### config.mk
export PLATFORM = sky130hd
export DESIGN_NAME = obf_queue
export DESIGN_NICKNAME = d
export VERILOG_FILES = /design/src/hw/rtl/obf_pkg.sv /design/src/hw/rtl/obf_queue.sv
export SDC_FILE = /design/constraint.sdc
export NUM_CORES = 1
export LEC_CHECK = 0
export BUFFER_PORTS_ARGS = -buffer_cell sky130_fd_sc_hd__buf_2
export CORE_AREA = 2 2 232 211
export DETAILED_ROUTE_END_ITERATION = 8
export DIE_AREA = 0 0 234 213
export PLACE_DENSITY = 0.59
export SLEW_MARGIN = 30
export SYNTH_ARGS = -nofsm -noshare
export SYNTH_HDL_FRONTEND = slang
export SYNTH_SLANG_ARGS = --single-unit
export TNS_END_PERCENT = 10
### constraint.sdc
create_clock -name clk -period 10.3 [get_ports clk]
set_input_delay 2.06 -clock clk [delete_from_list [all_inputs] [get_ports clk]]
set_output_delay 2.06 -clock clk [all_outputs]
set_load 0.03 [all_outputs]
### src/hw/rtl/obf_pkg.sv
// shared types, codes and step tables for the outline flattener
package obf_pkg;

    localparam int MAX_STEPS = 16;
    localparam int MIN_STEPS = 3;
    localparam int STEP_W    = 5;
    localparam int QDEPTH    = 4;
    localparam int QPTR_W    = 2;

    localparam logic [2:0] ACT_MOVE   = 3'd0;
    localparam logic [2:0] ACT_LINE   = 3'd1;
    localparam logic [2:0] ACT_QUAD   = 3'd2;
    localparam logic [2:0] ACT_CUBIC  = 3'd3;
    localparam logic [2:0] ACT_FINISH = 3'd4;

    localparam logic CFG_SCALE = 1'b0;
    localparam logic CFG_STEPS = 1'b1;

    localparam logic KIND_POINT  = 1'b0;
    localparam logic KIND_MARKER = 1'b1;

    typedef enum logic [1:0] {
        OP_NONE  = 2'd0,
        OP_LINE  = 2'd1,
        OP_QUAD  = 2'd2,
        OP_CUBIC = 2'd3
    } op_t;

    typedef struct packed {
        logic [2:0]         action;
        logic signed [15:0] ctrl1_x;
        logic signed [15:0] ctrl1_y;
        logic signed [15:0] ctrl2_x;
        logic signed [15:0] ctrl2_y;
        logic signed [15:0] to_x;
        logic signed [15:0] to_y;
    } item_t;

    typedef struct packed {
        logic               kind;
        logic signed [47:0] x;
        logic signed [47:0] y;
        logic               keep;
        logic               last;
    } result_t;

    // one decoded command handed from front to back
    typedef struct packed {
        logic               marker;
        logic               keep;
        op_t                op;
        logic [STEP_W-1:0]  steps;
        logic signed [15:0] p0_x;
        logic signed [15:0] p0_y;
        logic signed [15:0] c1_x;
        logic signed [15:0] c1_y;
        logic signed [15:0] c2_x;
        logic signed [15:0] c2_y;
        logic signed [15:0] to_x;
        logic signed [15:0] to_y;
    } cmd_t;

    // floor(65536 / steps)
    function automatic logic [16:0] step_quot(input logic [STEP_W-1:0] s);
        logic [16:0] q;
        case (s)
            5'd3:    q = 17'd21845;
            5'd4:    q = 17'd16384;
            5'd5:    q = 17'd13107;
            5'd6:    q = 17'd10922;
            5'd7:    q = 17'd9362;
            5'd8:    q = 17'd8192;
            5'd9:    q = 17'd7281;
            5'd10:   q = 17'd6553;
            5'd11:   q = 17'd5957;
            5'd12:   q = 17'd5461;
            5'd13:   q = 17'd5041;
            5'd14:   q = 17'd4681;
            5'd15:   q = 17'd4369;
            5'd16:   q = 17'd4096;
            default: q = 17'd0;
        endcase
        return q;
    endfunction

    // 65536 mod steps
    function automatic logic [STEP_W-1:0] step_rem(input logic [STEP_W-1:0] s);
        logic [STEP_W-1:0] r;
        case (s)
            5'd3:    r = 5'd1;
            5'd5:    r = 5'd1;
            5'd6:    r = 5'd4;
            5'd7:    r = 5'd2;
            5'd9:    r = 5'd7;
            5'd10:   r = 5'd6;
            5'd11:   r = 5'd9;
            5'd12:   r = 5'd4;
            5'd13:   r = 5'd3;
            5'd14:   r = 5'd2;
            5'd15:   r = 5'd1;
            default: r = 5'd0;
        endcase
        return r;
    endfunction

endpackage

### src/hw/rtl/obf_queue.sv
// short command queue between front and back
module obf_queue
    import obf_pkg::*;
(
    input  logic clk,
    input  logic rst_n,
    input  logic push,
    input  cmd_t push_cmd,
    input  logic pop,
    output cmd_t head,
    output logic full,
    output logic empty
);

    cmd_t              mem_reg [QDEPTH];
    logic [QPTR_W-1:0] wr_reg, wr_next;
    logic [QPTR_W-1:0] rd_reg, rd_next;
    logic [QPTR_W:0]   cnt_reg, cnt_next;

    assign full  = (cnt_reg == (QPTR_W+1)'(QDEPTH));
    assign empty = (cnt_reg == '0);
    assign head  = mem_reg[rd_reg];

    always_comb
    begin
        wr_next  = push ? wr_reg + 1'b1 : wr_reg;
        rd_next  = pop ? rd_reg + 1'b1 : rd_reg;
        cnt_next = cnt_reg + (QPTR_W+1)'(push) - (QPTR_W+1)'(pop);
    end

    always_ff @(posedge clk or negedge rst_n)
    begin
        if (!rst_n)
        begin
            wr_reg  <= '0;
            rd_reg  <= '0;
            cnt_reg <= '0;
        end
        else
        begin
            wr_reg  <= wr_next;
            rd_reg  <= rd_next;
            cnt_reg <= cnt_next;
        end
    end

    always_ff @(posedge clk)
    begin
        if (push)
        begin
            mem_reg[wr_reg] <= push_cmd;
        end
    end

endmodule

==> qor.csv <==
metric,value,unit
Critical-path top delay cell,dfrtp_4,
Initial Utilization,42.5,%
Longest Clk Path Bufs,3,
core box area,47500,um^2
Tcrit/Tclk final,49.4,%
vias in the first global route,9412,
clock latency on the worst-skew pair,590,ps
switching share of power,34.3,%
worst setup margin,5220,ps
sequential fraction of the synthesis area,82.5,%
Vias/cell,5.05,
Clk pwr share,25.1,%
Reg2Reg Setup Slack,7140,ps
critical path arrival,3020,ps
dpl cells,1635,
Vias,8805,
pwr dens,309,nW/um^2
antenna-violating nets left,0,
Hold Crit Class,flop to flop,
top-count cell post-synth,edfxtp_1,
status,"complete, no violations",
Worst slew margin,42.9,%
CTS Buf Count,56,
WS Path Type,flop to primary output,
# fillers,3800,
deepest level of the CTS H-tree,2,
"non-filler cells, final",1743,
Synth top area share,81.6,%
Worst Skew,16.9,ps
# setup viols final,0,
drt total wl,39400,um
WHS,534,ps
Final Hold Fails,0,
ys async rst share,1.26,%
fraction of layout cells with a size suffix above 1,45.7,%
CTS tree,built,
number of register bits inferred by synthesis,555,
clk root buf,clkbuf_16,
FF-to-FF path depth,5,
post-synth design cell area,20200,um^2
setup bufs post-CTS,0,
synthesized net count,898,
Lkg Pwr,8.10,nW
Clock Pin Slew Worst Setup and Hold Paths,60,ps
Syn Area/Cell,26.9,um^2
"worst slack, placed",5380,ps
pin count of the biggest net entering global routing,55,
synth cell count leaders,"edfxtp_1 (548), mux4_2 (137), buf_2 (15), buf_6 (13), dfrtp_1 (7)",
Setup TNS,0,ps
RSZ-0062 raised after global routing,false,
crit end category,primary output,
share of power burned in combinational logic,32.9,%
worst setup path endpoint,head[102],
largest fanout on the critical path,39,
Max Slew Vio Count,0,
initial antenna violation count,7,
"EDFF count, synth",548,
clk sinks,555,
Synth Instances,750,
WL per Instance,22.6,um
critical path's largest stage delay,800,ps
DRC viols,0,
Critical Path Source,rd_reg[0],
worst-path cell chain,buf_4 > mux4_2 > buf_2,
GPL Wtd Cong,0.701,
worst slew pin tran,857,ps
grt ovf,0,
Int Power,0.00485,W
fmax,0.197,GHz
# resized after CTS,0,
Area Growth Syn to Fin,18.6,%
first-pass GRT wire length,58300,um
Reg2Reg Launch Point,wr_reg[1],
worst r2r dst,mem_reg[1][93],
max-cap violations,0,
PortBufs,279,
Crit path required time,8240,ps
# IOs,280,
Initial DRC Count,493,
Yosys top cell by area,edfxtp_1,
Die ar.,49800,um^2
max FFs per register,548,
Die Height,213,um
Synth Warn #,0,
Die W,234,um
hold buffer count at CTS,0,
top_reg_cell synth,edfxtp_1,
Tot GR Track Use,15.8,%
Synth cell types,17,
worst vdd ir,185,uV
final core occ,50.4,%
DPL Wire Length,22500,um
# nets final,1217,
largest cells by area after synthesis,"edfxtp_1 (82%), mux4_2 (15%), dfrtp_1 (0.87%)",
# rows,76,
DRT Pass-1 Iters,4,
fin crit period,5080,ps
Flop pwr share,42.0,%
Net Sw Power,0.00254,W
Critical Path Start Type,flop,
-- metal layers --
| layer | GRT usage (%) | wire length [um] | vias to the layer above |
|---|---|---|---|
| li1 | - | - | 3899 |
| met5 | 0 | 56 | - |
| met4 | 4.32 | 676 | 10 |
| met1 | 21.9 | 17200 | 4638 |
| met3 | 4.82 | 2660 | 59 |
| met2 | 24.6 | 18800 | 199 |
-- layout make-up --
| class | count | area (um^2) | share of cell area (%) |
|---|---|---|---|
| Clock inverter | 35 | 199 | 0.832 |
| Multi-Input combinational cell | 158 | 3280 | 13.7 |
| Timing Repair Buffer | 292 | 1490 | 6.25 |
| Sequential cell | 555 | 16600 | 69.6 |
| Antenna cell | 2 | 5.00 | 0.0209 |
| Tap cell | 624 | 781 | 3.27 |
| Clock buffer | 71 | 1480 | 6.19 |
| Inverter | 6 | 22.5 | 0.0942 |
-- worst max-delay path, delay by kind of cell (launching register included) --
kind / cells / cell delay, ps
mux: 1 / 640
buf+inv: 2 / 960
flops: 1 / 800
-- through the flow --
step / area (um^2) / total power (W)
2_1_floorplan: 20200 / 0.00499
6_report: 23900 / 0.00739
3_5_place_dp: 22200 / 0.00567
4_1_cts: 23900 / 0.00754
5_1_grt: 23900 / 0.00775
3_3_place_gp: 22200 / 0.00564
-- cells by family after synthesis --
kind of cell,synth area share (%)
buffers and inverters,1.27
DFF,82.5
xor gates and xnor gates,0.217
AOI/OAI and AO/OA,0.0248
adders and majority gates,0.472
and+or+nand+nor,0.217
muxes,15.3
-- cell usage in the layout (no fill, tap or decap) --
master / count
edfxtp_1: 548
and2_4: 4
nand2_1: 2
dfrtp_4: 2
fa_1: 1
clkinv_1: 16
xnor2_1: 3
dfrtp_1: 5
clkbuf_16: 57
clkinv_2: 12
clkinvlp_4: 3
and3_1: 1
clkbuf_1: 14
o21ai_0: 1
nor3_1: 1
xor2_1: 2
ha_1: 6
diode_2: 2
mux4_2: 137
buf_2: 279
bufinv_16: 1
inv_6: 3
buf_4: 13
inv_1: 6
-- how the worst min path moves through the flow --
stage / start / endpoint / slack (ps) / cells after the start
finish: wr_reg[0] / wr_reg[0] / 530 / 1
global route: wr_reg[0] / wr_reg[0] / 560 / 1
CTS: wr_reg[0] / wr_reg[0] / 540 / 1
detailed placement: wr_reg[0] / wr_reg[0] / 530 / 1
global placement: wr_reg[0] / wr_reg[0] / 530 / 1
floorplan: wr_reg[0] / wr_reg[0] / 490 / 1
-- power groups by stage --
stage | Sequential [W] | Combinational [W] | Clock, W
4_1_cts | 0.00312 | 0.00251 | 0.00191
3_5_place_dp | 0.00316 | 0.00250 | 0
6_report | 0.00310 | 0.00243 | 0.00185
2_1_floorplan | 0.00311 | 0.00188 | 0
3_3_place_gp | 0.00314 | 0.00250 | 0
5_1_grt | 0.00315 | 0.00260 | 0.00200
(Power assumes the default switching activity.)
