`config.mk`:
```
export PLATFORM = sky130hd
export DESIGN_NAME = obf_front
export DESIGN_NICKNAME = d
export VERILOG_FILES = /design/src/hw/rtl/obf_pkg.sv /design/src/hw/rtl/obf_front.sv
export SDC_FILE = /design/constraint.sdc
export NUM_CORES = 1
export LEC_CHECK = 0
export ABC_AREA = 0
export BUFFER_PORTS_ARGS = -buffer_cell sky130_fd_sc_hd__buf_2
export CAP_MARGIN = 10
export CELL_PAD_IN_SITES_DETAIL_PLACEMENT = 0
export CELL_PAD_IN_SITES_GLOBAL_PLACEMENT = 2
export CORE_ASPECT_RATIO = 1.75
export CORE_MARGIN = 8
export CORE_UTILIZATION = 17
export CTS_CLUSTER_DIAMETER = 30
export CTS_CLUSTER_SIZE = 30
export DETAILED_ROUTE_END_ITERATION = 10
export PLACE_DENSITY = 0.89
export SLEW_MARGIN = 20
export SYNTH_ARGS = -nofsm -noshare
export SYNTH_HDL_FRONTEND = slang
export SYNTH_SLANG_ARGS = --single-unit
```
`constraint.sdc`:
```
create_clock -name clk -period 2.3 [get_ports clk]
set_clock_uncertainty 0.15 [all_clocks]
set_input_delay 0.115 -clock clk [delete_from_list [all_inputs] [get_ports clk]]
set_output_delay 0.115 -clock clk [all_outputs]
set_load 0.005 [all_outputs]
```
`src/hw/rtl/obf_pkg.sv`:
```
// shared types, codes and step tables for the outline flattener
package obf_pkg;

    localparam int MAX_STEPS = 16;
    localparam int MIN_STEPS = 3;
    localparam int STEP_W    = 5;
    localparam int QDEPTH    = 4;
    localparam int QPTR_W    = 2;

    localparam logic [2:0] ACT_MOVE   = 3'd0;
    localparam logic [2:0] ACT_LINE   = 3'd1;
    localparam logic [2:0] ACT_QUAD   = 3'd2;
    localparam logic [2:0] ACT_CUBIC  = 3'd3;
    localparam logic [2:0] ACT_FINISH = 3'd4;

    localparam logic CFG_SCALE = 1'b0;
    localparam logic CFG_STEPS = 1'b1;

    localparam logic KIND_POINT  = 1'b0;
    localparam logic KIND_MARKER = 1'b1;

    typedef enum logic [1:0] {
        OP_NONE  = 2'd0,
        OP_LINE  = 2'd1,
        OP_QUAD  = 2'd2,
        OP_CUBIC = 2'd3
    } op_t;

    typedef struct packed {
        logic [2:0]         action;
        logic signed [15:0] ctrl1_x;
        logic signed [15:0] ctrl1_y;
        logic signed [15:0] ctrl2_x;
        logic signed [15:0] ctrl2_y;
        logic signed [15:0] to_x;
        logic signed [15:0] to_y;
    } item_t;

    typedef struct packed {
        logic               kind;
        logic signed [47:0] x;
        logic signed [47:0] y;
        logic               keep;
        logic               last;
    } result_t;

    // one decoded command handed from front to back
    typedef struct packed {
        logic               marker;
        logic               keep;
        op_t                op;
        logic [STEP_W-1:0]  steps;
        logic signed [15:0] p0_x;
        logic signed [15:0] p0_y;
        logic signed [15:0] c1_x;
        logic signed [15:0] c1_y;
        logic signed [15:0] c2_x;
        logic signed [15:0] c2_y;
        logic signed [15:0] to_x;
        logic signed [15:0] to_y;
    } cmd_t;

    // floor(65536 / steps)
    function automatic logic [16:0] step_quot(input logic [STEP_W-1:0] s);
        logic [16:0] q;
        case (s)
            5'd3:    q = 17'd21845;
            5'd4:    q = 17'd16384;
            5'd5:    q = 17'd13107;
            5'd6:    q = 17'd10922;
            5'd7:    q = 17'd9362;
            5'd8:    q = 17'd8192;
            5'd9:    q = 17'd7281;
            5'd10:   q = 17'd6553;
            5'd11:   q = 17'd5957;
            5'd12:   q = 17'd5461;
            5'd13:   q = 17'd5041;
            5'd14:   q = 17'd4681;
            5'd15:   q = 17'd4369;
            5'd16:   q = 17'd4096;
            default: q = 17'd0;
        endcase
        return q;
    endfunction

    // 65536 mod steps
    function automatic logic [STEP_W-1:0] step_rem(input logic [STEP_W-1:0] s);
        logic [STEP_W-1:0] r;
        case (s)
            5'd3:    r = 5'd1;
            5'd5:    r = 5'd1;
            5'd6:    r = 5'd4;
            5'd7:    r = 5'd2;
            5'd9:    r = 5'd7;
            5'd10:   r = 5'd6;
            5'd11:   r = 5'd9;
            5'd12:   r = 5'd4;
            5'd13:   r = 5'd3;
            5'd14:   r = 5'd2;
            5'd15:   r = 5'd1;
            default: r = 5'd0;
        endcase
        return r;
    endfunction

endpackage

```
`src/hw/rtl/obf_front.sv`:
```
// command intake: contour state tracking and decode into queue entries
module obf_front
    import obf_pkg::*;
(
    input  logic              clk,
    input  logic              rst_n,
    input  logic              item_valid,
    output logic              item_ready,
    input  item_t             item,
    input  logic [STEP_W-1:0] steps_cfg,
    input  logic              q_full,
    output logic              push,
    output cmd_t              push_cmd
);

    logic signed [15:0] cur_x_reg, cur_x_next;
    logic signed [15:0] cur_y_reg, cur_y_next;
    logic               open_reg, open_next;
    logic [1:0]         count_reg, count_next;
    logic               take;
    logic [STEP_W-1:0]  steps_eff;
    logic [STEP_W:0]    count_sum;

    assign item_ready = !q_full;
    assign take       = item_valid && item_ready;

    always_comb
    begin
        if (steps_cfg < STEP_W'(MIN_STEPS))
            steps_eff = STEP_W'(MIN_STEPS);
        else if (steps_cfg > STEP_W'(MAX_STEPS))
            steps_eff = STEP_W'(MAX_STEPS);
        else
            steps_eff = steps_cfg;
    end

    always_comb
    begin
        push_cmd.marker = 1'b0;
        push_cmd.keep   = (count_reg == 2'd3);
        push_cmd.op     = OP_NONE;
        push_cmd.steps  = steps_eff;
        push_cmd.p0_x   = cur_x_reg;
        push_cmd.p0_y   = cur_y_reg;
        push_cmd.c1_x   = item.ctrl1_x;
        push_cmd.c1_y   = item.ctrl1_y;
        push_cmd.c2_x   = item.ctrl2_x;
        push_cmd.c2_y   = item.ctrl2_y;
        push_cmd.to_x   = item.to_x;
        push_cmd.to_y   = item.to_y;
        push            = 1'b0;
        cur_x_next      = cur_x_reg;
        cur_y_next      = cur_y_reg;
        open_next       = open_reg;
        count_next      = count_reg;
        count_sum       = '0;
        case (item.action)
            ACT_MOVE:
            begin
                push_cmd.marker = 1'b1;
                push_cmd.op     = OP_LINE;
                push            = take;
                cur_x_next      = item.to_x;
                cur_y_next      = item.to_y;
                open_next       = 1'b1;
                count_next      = 2'd1;
            end
            ACT_FINISH:
            begin
                push_cmd.marker = 1'b1;
                push            = take;
                cur_x_next      = '0;
                cur_y_next      = '0;
                open_next       = 1'b0;
                count_next      = 2'd0;
            end
            ACT_LINE:
            begin
                push_cmd.op = OP_LINE;
                push        = take;
                cur_x_next  = item.to_x;
                cur_y_next  = item.to_y;
                open_next   = 1'b1;
                count_next  = (count_reg == 2'd3) ? 2'd3 : count_reg + 2'd1;
            end
            ACT_QUAD, ACT_CUBIC:
            begin
                push_cmd.op = (item.action == ACT_QUAD) ? OP_QUAD : OP_CUBIC;
                push        = take && open_reg;
                if (open_reg)
                begin
                    cur_x_next = item.to_x;
                    cur_y_next = item.to_y;
                    count_sum  = (STEP_W+1)'(count_reg) + (STEP_W+1)'(steps_eff);
                    count_next = (count_sum >= (STEP_W+1)'(3)) ? 2'd3 : count_sum[1:0];
                end
            end
            default:
            begin
                push = 1'b0;
            end
        endcase
    end

    always_ff @(posedge clk or negedge rst_n)
    begin
        if (!rst_n)
        begin
            cur_x_reg <= '0;
            cur_y_reg <= '0;
            open_reg  <= 1'b0;
            count_reg <= '0;
        end
        else if (take)
        begin
            cur_x_reg <= cur_x_next;
            cur_y_reg <= cur_y_next;
            open_reg  <= open_next;
            count_reg <= count_next;
        end
    end

endmodule

```
==> flow_summary.yaml <==
yosys:
  synth_ff_type: "dfrtp_1"
  synthTopCellsByCount: "buf_4 (98), dfrtp_1 (35), a22o_1 (30)"
  synth_edf_count: 0
  yosysMostFrequentCell: "buf_4"
  yosys.area.top_type: "dfrtp_1"
  async_reset_ff_share_pct: 100
  synthTopCellsByArea: "dfrtp_1 (39%), buf_4 (33%), a22o_1 (12%)"
  synth_area_per_cell_um2: 10.5
  synthesis.nets: 325
  synth_top_area_share_pct: 38.8
  ys_seq_elements: 35
  yosysWarnings: 0
  syn_inst: 214
  syn_area_um2: 2260
  yosysSeqAreaShare_pct: 38.8
  yosysUniqueCellTypes: 31
sta:
  fin_crit_ns: 1.94
  setup_viol: 0
  hold_violations: 0
  min_period_over_period_pct: 84.5
  tightest_slew_ns: 0.844
  setup_tns_ns: 0
  drv_slew: 0
  max_freq_mhz: 515
  rsz0062_at_grt: "false"
  slew_headroom_pct: 43.7
  setup_ws_ns: 0.357
worst_setup_path:
  crit_arrival_ns: 1.97
  rr_worst_depth: 6
  cp-start-kind: "flop"
  worst-path-max-fanout: 5
  rrSetupSlack_ns: 0.36
  worstPathRequired_ns: 2.33
  end_kind: "flop"
  path_class: "flop to flop"
cts:
  cts_buffers: 5
  cts_resized: 0
  clk_pin_slew_worst_paths_ns: 0.06
  cts_tree: "yes"
  clk_path_buf_depth: 2
  worst_skew_pair.late_latency_ns: 0.27
  htreeDepth: 2
  clockRootBuffer: "clkbuf_16"
  cts_hold_buffers: 34
  clock-sinks: 35
  cts_setup_buffers: 0
floorplan:
  core_area_um2: 12900
  start_util_pct: 17.4
  floorplan.rows: 55
  pin_count: 247
  die_area_um2: 17400
  die_w_um: 103
  dieHeight_um: 168
global_route:
  grt_antenna_before_repair: 4
  grt_pass1_wl_mm: 10.3
  overflow: 0
  grt_pass1_vias: 1933
  track_usage_pct: 7.89
  grt_start_max_net_pins: 36
hold_path:
  hold_path_class: "input pin to flop"
  min_path_cells: 2
cells_and_area:
  drive_gt1_share_pct: 51.3
  num-fill-cells: 1455
  area.sequential_um2: 876
  multi_input_area_um2: 571
  num-nets-final: 381
  syn_to_final_growth_pct: 24.1
route:
  drt_iter0_drc: 31
  drt-total-wl_mm: 6.88
  drcViolationCount: 0
  via_count: 1675
  wire_per_inst_um: 15.5
  dr.pass1.iters: 3
  ant_nets: 0
  viasPerCell: 3.77
power_and_ir_drop:
  p_leak_uw: 0.00142
  peakVddDrop_v: 0.000259
  power_density_nw_per_um2: 724
placed_design:
  io_buffers: 118
  place_ws_ns: 0.260
  hpwl_mm: 5.22
  gp_congestion: 0.657
run:
  max_cap_viol_count: 0
outcome:
  status: "finished, final reports clean"
layout by cell type (no fill, tap or decap), types with 2 or more instances in the layout:
cell type	synthesis	routed
a22o_1	30	30
inv_1	2	2
and2_1	2	2
nor2_1	8	8
diode_2	0	2
ha_1	2	2
buf_2	2	118
dfrtp_1	35	35
nor2b_1	2	2
o31ai_1	2	2
a22o_2	2	2
clkbuf_8	0	2
inv_2	2	2
clkbuf_16	0	5
nor4_1	2	2
a21oi_1	4	4
dlygate4sd3_1	0	34
nor3_1	2	2
path summary, 6_finish.rpt:
| kind | startpoint | endpoint |
|---|---|---|
| setup / recovery | count_reg[0]$_DFFE_PN0P_ | count_reg[0]$_DFFE_PN0P_ |
| min in group asynchronous | rst_n | cur_x_reg[7]$_DFFE_PN0P_ |
| hold reg to reg | cur_y_reg[2]$_DFFE_PN0P_ | cur_y_reg[2]$_DFFE_PN0P_ |
| hold / removal | item[97] | open_reg$_DFFE_PN0P_ |
| setup reg to reg | count_reg[0]$_DFFE_PN0P_ | count_reg[0]$_DFFE_PN0P_ |
| max in group asynchronous | rst_n | cur_x_reg[13]$_DFFE_PN0P_ |
power breakdown:
part	total [µW]	internal, µW	switching (µW)
registers	803	735	68.3
clock network	729	461	268
logic	495	283	212
worst max-delay path, stage by stage (launching register included):
cell	delay, ns
dfrtp_1	0.41
ha_1	0.24
fa_1	0.38
and2_1	0.17
a21oi_1	0.19
nor4_1	0.07
o41ai_1	0.23
layer usage:
layer	track usage, %	up-vias	part of all wire (%)
li1	-	742	-
met3	2.73	50	9.9
met4	7.03	4	6.1
met5	0	-	0.23
met2	13.7	98	50
met1	6.83	781	34
cells by family (layout without fill, tap and decap cells):
family                   Yosys count  after routing  synth area share, %
buffers and inverters            109            166                 35.9
AO/OA/AOI/OAI                     44             44                 17.0
flip-flops                        35             35                 38.8
AND/OR/NAND/NOR                   23             23                 6.27
adder cells (fa/ha/maj)            3              3                 2.00
other                              0              2                    0
metrics by stage:
step | cells | utilization, % | hold slack [ns] | instance area (µm²) | power, µW
after floorplan | 214 | - | -0.331 | 2260 | 1150
after global placement | 400 | 17.7 | 0.0800 | 2290 | 1260
after detailed placement | 400 | 17.7 | 0.0800 | 2290 | 1280
after CTS | 442 | 21.6 | 0.00563 | 2790 | 2090
after global routing | 443 | 21.6 | 0.0311 | 2800 | 2170
final | 444 | 21.6 | 0.00983 | 2800 | 2030
area by class of cell:
type / instances / share of cell area, %
repair buffers: 154 / 34.2
flip-flops and latches: 35 / 31.3
multi-input cells: 70 / 20.4
well taps: 171 / 7.64
clock buffers: 7 / 5.45
inverters: 4 / 0.536
clock inverters: 1 / 0.268
diodes: 2 / 0.179
No activity file was read; power rests on OpenSTA's default activity.
